===== config.mk =====
export PLATFORM = sky130hd
export DESIGN_NAME = depth_pixel_backprojection_unit
export DESIGN_NICKNAME = d
export VERILOG_FILES = /design/src/sv/dpbu_pkg.sv /design/src/sv/depth_pixel_backprojection_unit.sv /design/src/sv/dpbu_front.sv /design/src/sv/dpbu_queue.sv /design/src/sv/dpbu_div.sv /design/src/sv/dpbu_back.sv
export VERILOG_INCLUDE_DIRS = /design/src /design/src/sv
export SDC_FILE = /design/constraint.sdc
export NUM_CORES = 2
export LEC_CHECK = 0
export ABC_AREA = 1
export ABC_CLOCK_PERIOD_IN_PS = 31300
export BUFFER_PORTS_ARGS = -buffer_cell sky130_fd_sc_hd__buf_4
export CAP_MARGIN = 20
export CORE_MARGIN = 2
export CORE_UTILIZATION = 50
export CTS_BUF_LIST = sky130_fd_sc_hd__clkbuf_4 sky130_fd_sc_hd__clkbuf_8
export DETAILED_ROUTE_END_ITERATION = 12
export PLACE_DENSITY = 0.67
export SLEW_MARGIN = 20
export SYNTH_ARGS = -nofsm -noshare
export SYNTH_HDL_FRONTEND = slang
export SYNTH_SLANG_ARGS = --single-unit

===== constraint.sdc =====
create_clock -name clk -period 31.3 [get_ports clk]
set_clock_uncertainty 0.05 [all_clocks]
set_input_delay 6.26 -clock clk [delete_from_list [all_inputs] [get_ports clk]]
set_output_delay 6.26 -clock clk [all_outputs]
set_load 0.01 [all_outputs]

===== src/sv/depth_pixel_backprojection_unit_assert.svh =====
// Assertion macros for the depth pixel back-projection unit.
// Each macro expects signals named clk and rst in the including scope.
`ifndef DEPTH_PIXEL_BACKPROJECTION_UNIT_ASSERT_SVH
`define DEPTH_PIXEL_BACKPROJECTION_UNIT_ASSERT_SVH

// Implication checked at every clock edge outside reset.
`define DPBU_ASSERT_IMP(label, ante, cons, msg) \
  label: assert property (@(posedge clk) disable iff (rst) (ante) |-> (cons)) \
    else $error(msg);

// Condition that must hold at every clock edge outside reset.
`define DPBU_ASSERT_ALWAYS(label, cond, msg) \
  label: assert property (@(posedge clk) disable iff (rst) (cond)) \
    else $error(msg);

`endif


===== src/sv/dpbu_pkg.sv =====
// Shared types, constants and helper functions of the back-projection unit.
// No dependencies; imported by every module of the block.
`default_nettype none

package dpbu_pkg;

  // Width of the shared restoring divider (dividend and quotient).
  localparam int DIV_W  = 48;
  localparam int STEP_W = $clog2(DIV_W);

  localparam logic [DIV_W-1:0] POS_LIM = 48'h007F_FFFF_FFFF;
  localparam logic [DIV_W-1:0] NEG_LIM = 48'h0080_0000_0000;

  // Register indexes on the configuration port.
  typedef enum logic [2:0] {
    CFG_IMAGE_WIDTH  = 3'd0,
    CFG_IMAGE_HEIGHT = 3'd1,
    CFG_CENTER_X     = 3'd2,
    CFG_CENTER_Y     = 3'd3,
    CFG_FOCAL_X      = 3'd4,
    CFG_FOCAL_Y      = 3'd5,
    CFG_DEPTH_SCALE  = 3'd6
  } cfg_idx_t;

  localparam logic [12:0] RST_IMAGE_WIDTH  = 13'd640;
  localparam logic [12:0] RST_IMAGE_HEIGHT = 13'd480;
  localparam logic [15:0] RST_CENTER_X     = 16'd5120;
  localparam logic [15:0] RST_CENTER_Y     = 16'd3840;
  localparam logic [15:0] RST_FOCAL_X      = 16'd8400;
  localparam logic [15:0] RST_FOCAL_Y      = 16'd8400;
  localparam logic [15:0] RST_DEPTH_SCALE  = 16'd1000;

  typedef struct packed {
    logic [12:0] image_width;
    logic [12:0] image_height;
    logic [15:0] center_x;
    logic [15:0] center_y;
    logic [15:0] focal_x;
    logic [15:0] focal_y;
    logic [15:0] depth_scale;
  } cfg_t;

  // One classified pixel waiting for the back end.
  typedef struct packed {
    logic [15:0] depth;
    logic [7:0]  blue;
    logic [7:0]  green;
    logic [7:0]  red;
    logic [15:0] dx_mag;
    logic        dx_neg;
    logic [15:0] dy_mag;
    logic        dy_neg;
    logic        has_point;
    logic        frame_end;
    logic [24:0] point_count;
  } item_t;

  typedef struct packed {
    logic [39:0] pos_x;
    logic [39:0] pos_y;
    logic [31:0] pos_z;
    logic [7:0]  out_blue;
    logic [7:0]  out_green;
    logic [7:0]  out_red;
    logic        has_point;
    logic        frame_end;
    logic [24:0] point_count;
  } result_t;

  typedef enum logic [2:0] {
    BK_IDLE,
    BK_ZDIV,
    BK_XMUL,
    BK_XDIV,
    BK_YMUL,
    BK_YDIV,
    BK_DONE
  } back_state_t;

  // Apply the sign to a quotient magnitude and saturate to 40 bits.
  function automatic logic [39:0] sat_coord(input logic [DIV_W-1:0] q, input logic neg);
    logic [DIV_W-1:0] m;
    if (neg) begin
      m = (q > NEG_LIM) ? NEG_LIM : q;
      sat_coord = 40'((~m) + 48'd1);
    end else begin
      m = (q > POS_LIM) ? POS_LIM : q;
      sat_coord = 40'(m);
    end
  endfunction

endpackage

`default_nettype wire


===== src/sv/depth_pixel_backprojection_unit.sv =====
// Depth pixel back-projection unit, top level. A pixel with depth makes three
// passes through the shared 48-step divider (z, then x, then y) before its result
// is ready; a frame-end pixel with no depth skips the divider. The back end
// works on one point at a time; zero-depth pixels that end no frame
// are taken one per cycle while the queue has room. Synchronous active-high reset
// clears counters, queue and sequencer and restores the register defaults.
`default_nettype none

module depth_pixel_backprojection_unit import dpbu_pkg::*; #(
  parameter int MAX_COLS = 4096,
  parameter int MAX_ROWS = 4096
) (
  input  wire logic         clk,
  input  wire logic         rst,
  // Pixel stream in.
  input  wire logic         s_tvalid,
  output logic              s_tready,
  input  wire logic [39:0]  s_tdata,    // depth[15:0], blue[23:16], green[31:24], red[39:32]
  // Point stream out.
  output logic              m_tvalid,
  input  wire logic         m_tready,
  output logic [167:0]      m_tdata,    // pos_x[39:0], pos_y[79:40], pos_z[111:80],
                                        // out_blue[119:112], out_green[127:120],
                                        // out_red[135:128], point_count[160:136], zeros
  output logic [0:0]        m_tuser,    // has_point
  output logic              m_tlast,    // frame_end
  // Configuration write channel.
  input  wire logic         cfg_valid,
  output logic              cfg_ready,
  input  wire logic [2:0]   cfg_index,
  input  wire logic [15:0]  cfg_data
);

  `include "depth_pixel_backprojection_unit_assert.svh"

  // Register file. The user must make writes only while the block is idle (the block
  // does not enforce this); the front and back ends read these fields directly with no shadow copies.
  cfg_t cfg;

  assign cfg_ready = 1'b1;

  always_ff @(posedge clk) begin
    if (rst) begin
      cfg.image_width  <= RST_IMAGE_WIDTH;
      cfg.image_height <= RST_IMAGE_HEIGHT;
      cfg.center_x     <= RST_CENTER_X;
      cfg.center_y     <= RST_CENTER_Y;
      cfg.focal_x      <= RST_FOCAL_X;
      cfg.focal_y      <= RST_FOCAL_Y;
      cfg.depth_scale  <= RST_DEPTH_SCALE;
    end else if (cfg_valid && cfg_ready) begin
      case (cfg_idx_t'(cfg_index))
        CFG_IMAGE_WIDTH:  cfg.image_width  <= cfg_data[12:0];
        CFG_IMAGE_HEIGHT: cfg.image_height <= cfg_data[12:0];
        CFG_CENTER_X:     cfg.center_x     <= cfg_data;
        CFG_CENTER_Y:     cfg.center_y     <= cfg_data;
        CFG_FOCAL_X:      cfg.focal_x      <= cfg_data;
        CFG_FOCAL_Y:      cfg.focal_y      <= cfg_data;
        CFG_DEPTH_SCALE:  cfg.depth_scale  <= cfg_data;
        default: ;
      endcase
    end
  end

  // The front end tracks the raster position of every transfer and decides
  // whether it yields a result; only those pixels enter the queue.
  item_t   push_item, head;
  logic    push, pop, q_full, q_empty;
  result_t res;

  dpbu_front #(
    .MAX_COLS (MAX_COLS),
    .MAX_ROWS (MAX_ROWS)
  ) u_front (
    .clk       (clk),
    .rst       (rst),
    .cfg       (cfg),
    .in_valid  (s_tvalid),
    .in_ready  (s_tready),
    .in_depth  (s_tdata[15:0]),
    .in_blue   (s_tdata[23:16]),
    .in_green  (s_tdata[31:24]),
    .in_red    (s_tdata[39:32]),
    .q_full    (q_full),
    .push      (push),
    .push_item (push_item)
  );

  // The queue lets the front end keep taking pixels while the back end divides.
  dpbu_queue #(
    .DEPTH (2)
  ) u_queue (
    .clk       (clk),
    .rst       (rst),
    .push      (push),
    .push_item (push_item),
    .pop       (pop),
    .head      (head),
    .full      (q_full),
    .empty     (q_empty)
  );

  // The back end works on one item at a time and holds its result in an output
  // register, so it can fetch the next item while the result waits.
  dpbu_back u_back (
    .clk       (clk),
    .rst       (rst),
    .cfg       (cfg),
    .head      (head),
    .q_empty   (q_empty),
    .pop       (pop),
    .out_valid (m_tvalid),
    .out_ready (m_tready),
    .out_res   (res)
  );

  assign m_tdata = {7'b0, res.point_count, res.out_red, res.out_green, res.out_blue,
                    res.pos_z, res.pos_y, res.pos_x};
  assign m_tuser = res.has_point;
  assign m_tlast = res.frame_end;

  // A result without a point is only ever a frame-end marker.
  `DPBU_ASSERT_IMP(a_nopoint_is_frame_end, m_tvalid && !m_tuser[0], m_tlast, "point-free result without frame end")
  // The point count travels on the frame-end result alone.
  `DPBU_ASSERT_IMP(a_count_only_at_end, m_tvalid && !m_tlast, m_tdata[160:136] == 25'd0, "point count outside frame end")
  // A nonzero depth over a 16-bit scale always gives a nonzero distance.
  `DPBU_ASSERT_IMP(a_point_has_depth, m_tvalid && m_tuser[0], m_tdata[111:80] != 32'd0, "point with zero distance")
  // The queue can never report full and empty together.
  `DPBU_ASSERT_ALWAYS(a_queue_consistent, !(q_full && q_empty), "queue full and empty at once")

endmodule

`default_nettype wire


===== src/sv/dpbu_front.sv =====
// Front end: pixel acceptance, raster counters, point counting and offsets.
// Depends on dpbu_pkg; pushes classified pixels into the queue.
`default_nettype none

module dpbu_front import dpbu_pkg::*; #(
  parameter int MAX_COLS = 4096,
  parameter int MAX_ROWS = 4096
) (
  input  wire logic        clk,
  input  wire logic        rst,
  input  wire cfg_t        cfg,
  input  wire logic        in_valid,
  output logic             in_ready,
  input  wire logic [15:0] in_depth,
  input  wire logic [7:0]  in_blue,
  input  wire logic [7:0]  in_green,
  input  wire logic [7:0]  in_red,
  input  wire logic        q_full,
  output logic             push,
  output item_t            push_item
);

  localparam int CW = $clog2(MAX_COLS);
  localparam int RW = $clog2(MAX_ROWS);

  logic [CW-1:0] col;
  logic [RW-1:0] row;
  logic [24:0]   emitted;

  logic [12:0] wc, hc;
  logic        row_end, frame_end, has, accept;
  logic [24:0] count_next;
  logic [16:0] px16, py16, cx17, cy17, dx, dy;
  logic        dx_neg, dy_neg;

  always_comb begin
    if (cfg.image_width == 13'd0) begin
      wc = 13'd1;
    end else if (cfg.image_width > 13'(MAX_COLS)) begin
      wc = 13'(MAX_COLS);
    end else begin
      wc = cfg.image_width;
    end
    if (cfg.image_height == 13'd0) begin
      hc = 13'd1;
    end else if (cfg.image_height > 13'(MAX_ROWS)) begin
      hc = 13'(MAX_ROWS);
    end else begin
      hc = cfg.image_height;
    end
  end

  assign row_end    = 13'(col) >= (wc - 13'd1);
  assign frame_end  = row_end && (13'(row) >= (hc - 13'd1));
  assign has        = in_depth != 16'd0;
  assign count_next = emitted + 25'(has);

  // Signed offsets from the principal point, as sign and magnitude.
  assign px16   = 17'({col, 4'b0000});
  assign py16   = 17'({row, 4'b0000});
  assign cx17   = {1'b0, cfg.center_x};
  assign cy17   = {1'b0, cfg.center_y};
  assign dx_neg = cx17 > px16;
  assign dy_neg = cy17 > py16;
  assign dx     = dx_neg ? (cx17 - px16) : (px16 - cx17);
  assign dy     = dy_neg ? (cy17 - py16) : (py16 - cy17);

  assign in_ready = !q_full;
  assign accept   = in_valid && in_ready;
  assign push     = accept && (has || frame_end);

  always_comb begin
    push_item             = '0;
    push_item.depth       = in_depth;
    push_item.blue        = in_blue;
    push_item.green       = in_green;
    push_item.red         = in_red;
    push_item.dx_mag      = dx[15:0];
    push_item.dx_neg      = dx_neg;
    push_item.dy_mag      = dy[15:0];
    push_item.dy_neg      = dy_neg;
    push_item.has_point   = has;
    push_item.frame_end   = frame_end;
    push_item.point_count = frame_end ? count_next : 25'd0;
  end

  always_ff @(posedge clk) begin
    if (rst) begin
      col     <= '0;
      row     <= '0;
      emitted <= '0;
    end else if (accept) begin
      if (frame_end) begin
        col     <= '0;
        row     <= '0;
        emitted <= '0;
      end else if (row_end) begin
        col     <= '0;
        row     <= row + 1'b1;
        emitted <= count_next;
      end else begin
        col     <= col + 1'b1;
        emitted <= count_next;
      end
    end
  end

endmodule

`default_nettype wire


===== src/sv/dpbu_queue.sv =====
// Short queue of classified pixels between the front and back ends.
// Depends on dpbu_pkg for the entry type.
`default_nettype none

module dpbu_queue import dpbu_pkg::*; #(
  parameter int DEPTH = 2
) (
  input  wire logic  clk,
  input  wire logic  rst,
  input  wire logic  push,
  input  wire item_t push_item,
  input  wire logic  pop,
  output item_t      head,
  output logic       full,
  output logic       empty
);

  localparam int PW = (DEPTH > 1) ? $clog2(DEPTH) : 1;
  localparam int NW = $clog2(DEPTH + 1);

  item_t         mem [DEPTH];
  logic [PW-1:0] wr_ptr, rd_ptr;
  logic [NW-1:0] count;
  logic          do_push, do_pop;

  assign full    = count == NW'(DEPTH);
  assign empty   = count == '0;
  assign do_push = push && !full;
  assign do_pop  = pop && !empty;
  assign head    = mem[rd_ptr];

  always_ff @(posedge clk) begin
    if (rst) begin
      wr_ptr <= '0;
      rd_ptr <= '0;
      count  <= '0;
    end else begin
      if (do_push) begin
        wr_ptr <= (wr_ptr == PW'(DEPTH - 1)) ? '0 : wr_ptr + 1'b1;
      end
      if (do_pop) begin
        rd_ptr <= (rd_ptr == PW'(DEPTH - 1)) ? '0 : rd_ptr + 1'b1;
      end
      if (do_push && !do_pop) begin
        count <= count + 1'b1;
      end else if (do_pop && !do_push) begin
        count <= count - 1'b1;
      end
    end
  end

  always_ff @(posedge clk) begin
    if (do_push) begin
      mem[wr_ptr] <= push_item;
    end
  end

endmodule

`default_nettype wire


===== src/sv/dpbu_div.sv =====
// Restoring divider, one quotient bit per cycle, DIV_W quotient bits per division.
// Depends on dpbu_pkg; shared by the three divisions of the back end.
`default_nettype none

module dpbu_div import dpbu_pkg::*; (
  input  wire logic             clk,
  input  wire logic             rst,
  input  wire logic             start,
  input  wire logic [DIV_W-1:0] dividend,
  input  wire logic [15:0]      divisor,
  output logic                  done,
  output logic [DIV_W-1:0]      quotient
);

  logic              busy;
  logic [STEP_W-1:0] step;
  logic [15:0]       rem;
  logic [15:0]       dvs;
  logic [DIV_W-1:0]  quo;
  logic [16:0]       trial, diff;
  logic              ge;

  assign trial    = {rem, quo[DIV_W-1]};
  assign ge       = trial >= {1'b0, dvs};
  assign diff     = trial - {1'b0, dvs};
  assign quotient = quo;

  always_ff @(posedge clk) begin
    if (rst) begin
      busy <= 1'b0;
      done <= 1'b0;
      step <= '0;
    end else begin
      done <= 1'b0;
      if (start) begin
        busy <= 1'b1;
        step <= '0;
      end else if (busy) begin
        if (step == STEP_W'(DIV_W - 1)) begin
          busy <= 1'b0;
          done <= 1'b1;
        end
        step <= step + 1'b1;
      end
    end
  end

  always_ff @(posedge clk) begin
    if (start) begin
      rem <= '0;
      dvs <= divisor;
      quo <= dividend;
    end else if (busy) begin
      rem <= ge ? diff[15:0] : trial[15:0];
      quo <= {quo[DIV_W-2:0], ge};
    end
  end

endmodule

`default_nettype wire


===== src/sv/dpbu_back.sv =====
// Back end: sequencer; computes z, x and y of a depth pixel and holds the result.
// Depends on dpbu_pkg and dpbu_div; reads items from the queue.
`default_nettype none

module dpbu_back import dpbu_pkg::*; (
  input  wire logic  clk,
  input  wire logic  rst,
  input  wire cfg_t  cfg,
  input  wire item_t head,
  input  wire logic  q_empty,
  output logic       pop,
  output logic       out_valid,
  input  wire logic  out_ready,
  output result_t    out_res
);

  back_state_t      state, state_next;
  item_t            cur;
  logic [31:0]      z;
  logic [39:0]      xq, yq;

  logic             div_start, div_done, load_out;
  logic [DIV_W-1:0] div_dividend, div_quotient;
  logic [15:0]      div_divisor;
  logic [15:0]      mul_a;
  logic [DIV_W-1:0] prod;
  logic [15:0]      scale_eff, fx_eff, fy_eff;

  assign scale_eff = (cfg.depth_scale == 16'd0) ? 16'd1 : cfg.depth_scale;
  assign fx_eff    = (cfg.focal_x == 16'd0) ? 16'd1 : cfg.focal_x;
  assign fy_eff    = (cfg.focal_y == 16'd0) ? 16'd1 : cfg.focal_y;

  // One 16 x 32 multiplier, shared by x and y; the divider registers its output.
  assign mul_a = (state == BK_YMUL) ? cur.dy_mag : cur.dx_mag;
  assign prod  = DIV_W'(mul_a) * DIV_W'(z);

  dpbu_div u_div (
    .clk      (clk),
    .rst      (rst),
    .start    (div_start),
    .dividend (div_dividend),
    .divisor  (div_divisor),
    .done     (div_done),
    .quotient (div_quotient)
  );

  always_comb begin
    state_next = state;
    case (state)
      BK_IDLE: begin
        if (!q_empty) begin
          state_next = head.has_point ? BK_ZDIV : BK_DONE;
        end
      end
      BK_ZDIV: begin
        if (div_done) begin
          state_next = BK_XMUL;
        end
      end
      BK_XMUL: state_next = BK_XDIV;
      BK_XDIV: begin
        if (div_done) begin
          state_next = BK_YMUL;
        end
      end
      BK_YMUL: state_next = BK_YDIV;
      BK_YDIV: begin
        if (div_done) begin
          state_next = BK_DONE;
        end
      end
      BK_DONE: begin
        if (!out_valid || out_ready) begin
          state_next = BK_IDLE;
        end
      end
      default: state_next = BK_IDLE;
    endcase
  end

  always_comb begin
    pop          = 1'b0;
    div_start    = 1'b0;
    load_out     = 1'b0;
    div_dividend = prod;
    div_divisor  = fx_eff;
    case (state)
      BK_IDLE: begin
        pop          = !q_empty;
        div_start    = !q_empty && head.has_point;
        div_dividend = DIV_W'({head.depth, 16'h0000});
        div_divisor  = scale_eff;
      end
      BK_XMUL: begin
        div_start   = 1'b1;
        div_divisor = fx_eff;
      end
      BK_YMUL: begin
        div_start   = 1'b1;
        div_divisor = fy_eff;
      end
      BK_DONE: load_out = !out_valid || out_ready;
      default: ;
    endcase
  end

  always_ff @(posedge clk) begin
    if (rst) begin
      state     <= BK_IDLE;
      out_valid <= 1'b0;
    end else begin
      state <= state_next;
      if (load_out) begin
        out_valid <= 1'b1;
      end else if (out_ready) begin
        out_valid <= 1'b0;
      end
    end
  end

  always_ff @(posedge clk) begin
    if (pop) begin
      cur <= head;
    end
    if (state == BK_ZDIV && div_done) begin
      z <= div_quotient[31:0];
    end
    if (state == BK_XDIV && div_done) begin
      xq <= sat_coord(div_quotient, cur.dx_neg);
    end
    if (state == BK_YDIV && div_done) begin
      yq <= sat_coord(div_quotient, cur.dy_neg);
    end
    if (load_out) begin
      out_res             <= '0;
      out_res.has_point   <= cur.has_point;
      out_res.frame_end   <= cur.frame_end;
      out_res.point_count <= cur.point_count;
      if (cur.has_point) begin
        out_res.pos_x     <= xq;
        out_res.pos_y     <= yq;
        out_res.pos_z     <= z;
        out_res.out_blue  <= cur.blue;
        out_res.out_green <= cur.green;
        out_res.out_red   <= cur.red;
      end
    end
  end

endmodule

`default_nettype wire

==> results.toml <==
[sta]
post-route-period-util = 0.287
tightest_slew_ns = 1.14
slew_headroom = 0.243
slew_violations = 0
rsz0062_at_grt = "no"
period_needed_ns = 8.97
final_hold_viol_count = 0
setup_violations = 0
fin_tns_setup_ns = 0
fmax_ghz = 0.111

[cts]
cts_buffers = 139
cts_resized = 0
clk_latency_ns = 0.85
cts.htree.levels = 4
holdBufCountCts = 0
cts.root.buffer_cell = "clkbuf_8"
cts_tree = "done"
clock-sinks = 814
clk_pin_slew_ns = 0.06
cts_max_path_buffers = 3
postCtsSetupBuffers = 0

[cells_and_area]
syn2layout_area_growth_pct = 10.6
final_cell_area_um2 = 59400
drive_gt1_frac = 0.0938
post-route-util = 0.556
mostFrequentLayoutCells = "nand2_1, inv_1, edfxtp_1, nor2_1, fa_1"
nNetsFinal = 6931
layout_commonest_cell = "nand2_1"

[yosys]
yosys_warnings = 0
synth_area_leader_cell = "edfxtp_1"
synth.distinct_cells = 62
ys_async_sr_fraction = 0
synth_seq_area_share = 0.420
synthCells = 6030
yosysTopAreaCellShare = 0.350
syn_area_um2 = 53700
synth_area_leaders = "edfxtp_1, fa_1, nand2_1"
synth-edff-count = 626
ys.flop_type = "edfxtp_1"
synth-seq-cells = 814
syn_area_per_cell_um2 = 8.91

[routing]
ant_nets = 0
vias = 41700
drc_errors = 0
routed_wl_mm = 152
wire_per_inst_um = 19.6
drtIter0Drc = 3716
viasPerCell = 5.39
dr.pass1.iters = 6

[critical_path]
slowest_stage = "inv_1"
path_common_cell = "fa_1"
max_stage_delay_ns = 0.83
crit_arrival_ns = 9.44
critPathLaunchType = "flop"
required_ns = 31.77
worst-path-max-fanout = 32
worst-setup-path-type = "reg -> reg"
end_kind = "flop"

[floorplanning]
core_region_area_um2 = 107000
initial_core_util = 0.503
pin_count = 237
die_w_um = 332
num_rows = 120
die_area_um2 = 110000
die_height_um = 332

[place]
port_buffers = 228
gp_congestion = 0.982
dpl_cell_area_um2 = 56700
dp_hpwl_mm = 113

[grt]
antenna_found_initial = 5
grt_pass1_wl_mm = 236
grt_overflow = 0
grt_usage = 0.278
grt_pass1_vias = 41400
grt_max_degree = 113

[outcome]
status = "complete, no violations"

[run]
cap_violations = 0

[worst_hold_path]
hold_path.class = "reg -> reg"
sequential cells by signal, indices dropped and copies added, names as in the netlist, 2 cells and up, named ones only:
register / flops
u_back.yq: 40
u_back.xq: 40
u_back.state: 3
cfg: 106
u_queue.mem: 202
u_front.emitted: 25
u_back.z: 32
u_back.u_div.quotient: 48
u_back.u_div.step: 6
u_back.out_res: 163
u_queue.count: 2
u_back.u_div.dvs: 16
u_back.cur: 85
u_back.u_div.rem: 16
u_front.row: 12
u_front.col: 12
synthesized netlist by cell type, types with 4 or more instances:
cell type and n:
a21boi_0 8, a21o_1 14, a21oi_1 217, a22oi_1 11
a31oi_1 24, a41oi_1 4, and3_1 4, buf_1 18
buf_2 42, buf_4 20, clkbuf_1 148, clkinv_1 9
dfxtp_1 188, edfxtp_1 626, fa_1 421, ha_1 215
inv_1 1012, inv_2 15, nand2_1 1535, nand2_2 7
nand3_1 202, nand3b_1 9, nand4_1 39, nor2_1 586
nor2_2 6, nor2_4 4, nor3_1 37, nor4_1 26
o211ai_1 31, o21a_1 4, o21ai_0 270, o21ai_1 19
o21ai_2 8, o21bai_1 9, o221ai_1 5, o22ai_1 17
o31ai_1 12, o41ai_1 19, or2_2 26, xnor2_1 42
xor2_1 87
worst paths after layout:
kind              slack, ns       startpoint  cells after the start                         to
setup / recovery      22.33  u_back.state[0]                     28  u_back.u_div.quotient[37]
hold / removal         0.36   u_back.cur[14]                      0         u_back.out_res[14]
setup reg to reg      22.33  u_back.state[0]                     28  u_back.u_div.quotient[37]
hold reg to reg        0.36   u_back.cur[14]                      0         u_back.out_res[14]
layer usage:
metal / global-route usage / routed length [µm] / up-vias
li1: - / - / 19500
met1: 0.373 / 62700 / 20200
met2: 0.453 / 71200 / 1676
met3: 0.0479 / 12200 / 318
met4: 0.108 / 5720 / 2
met5: 0 / 10 / -
worst max-delay path: cells and delay by family (launching register included):
family          cells  cell delay [ns]
fa+ha+maj           7             3.64
buf+inv             8             2.08
compound gates      7             1.71
simple gates        6             0.69
flops               1             0.50
kinds of logic after synthesis:
family	Yosys count	share of synthesized area
AOI/OAI and AO/OA	684	0.0724
xor gates and xnor gates	129	0.0210
adders and majority gates	636	0.207
buffers and inverters	1268	0.0912
and+or+nand+nor	2497	0.188
other	2	0.000140
DFF	814	0.420
final cells by class:
| class | instances | area, µm² |
|---|---|---|
| fill | 9657 | 47400 |
| multi-input combinational | 3954 | 26300 |
| sequential | 814 | 22600 |
| inverter | 1036 | 3890 |
| clock buffer | 192 | 2350 |
| timing repair buffer | 286 | 2150 |
| tap | 1403 | 1760 |
| clock inverter | 53 | 350 |
| antenna | 4 | 10.0 |
stage by stage:
| stage | hold slack (ns) | worst slack [ns] | instances |
|---|---|---|---|
| after floorplan | 0.350 | 13.08 | 6036 |
| after global placement | 0.351 | 21.61 | 7491 |
| after detailed placement | 0.356 | 21.60 | 7492 |
| after CTS | 0.366 | 22.42 | 7737 |
| after global routing | 0.373 | 22.01 | 7740 |
| final | 0.364 | 22.33 | 7742 |
Power is left out: the tool's default activity adds up to more than one toggle a clock period on the data nets, which glitch-free logic cannot reach.
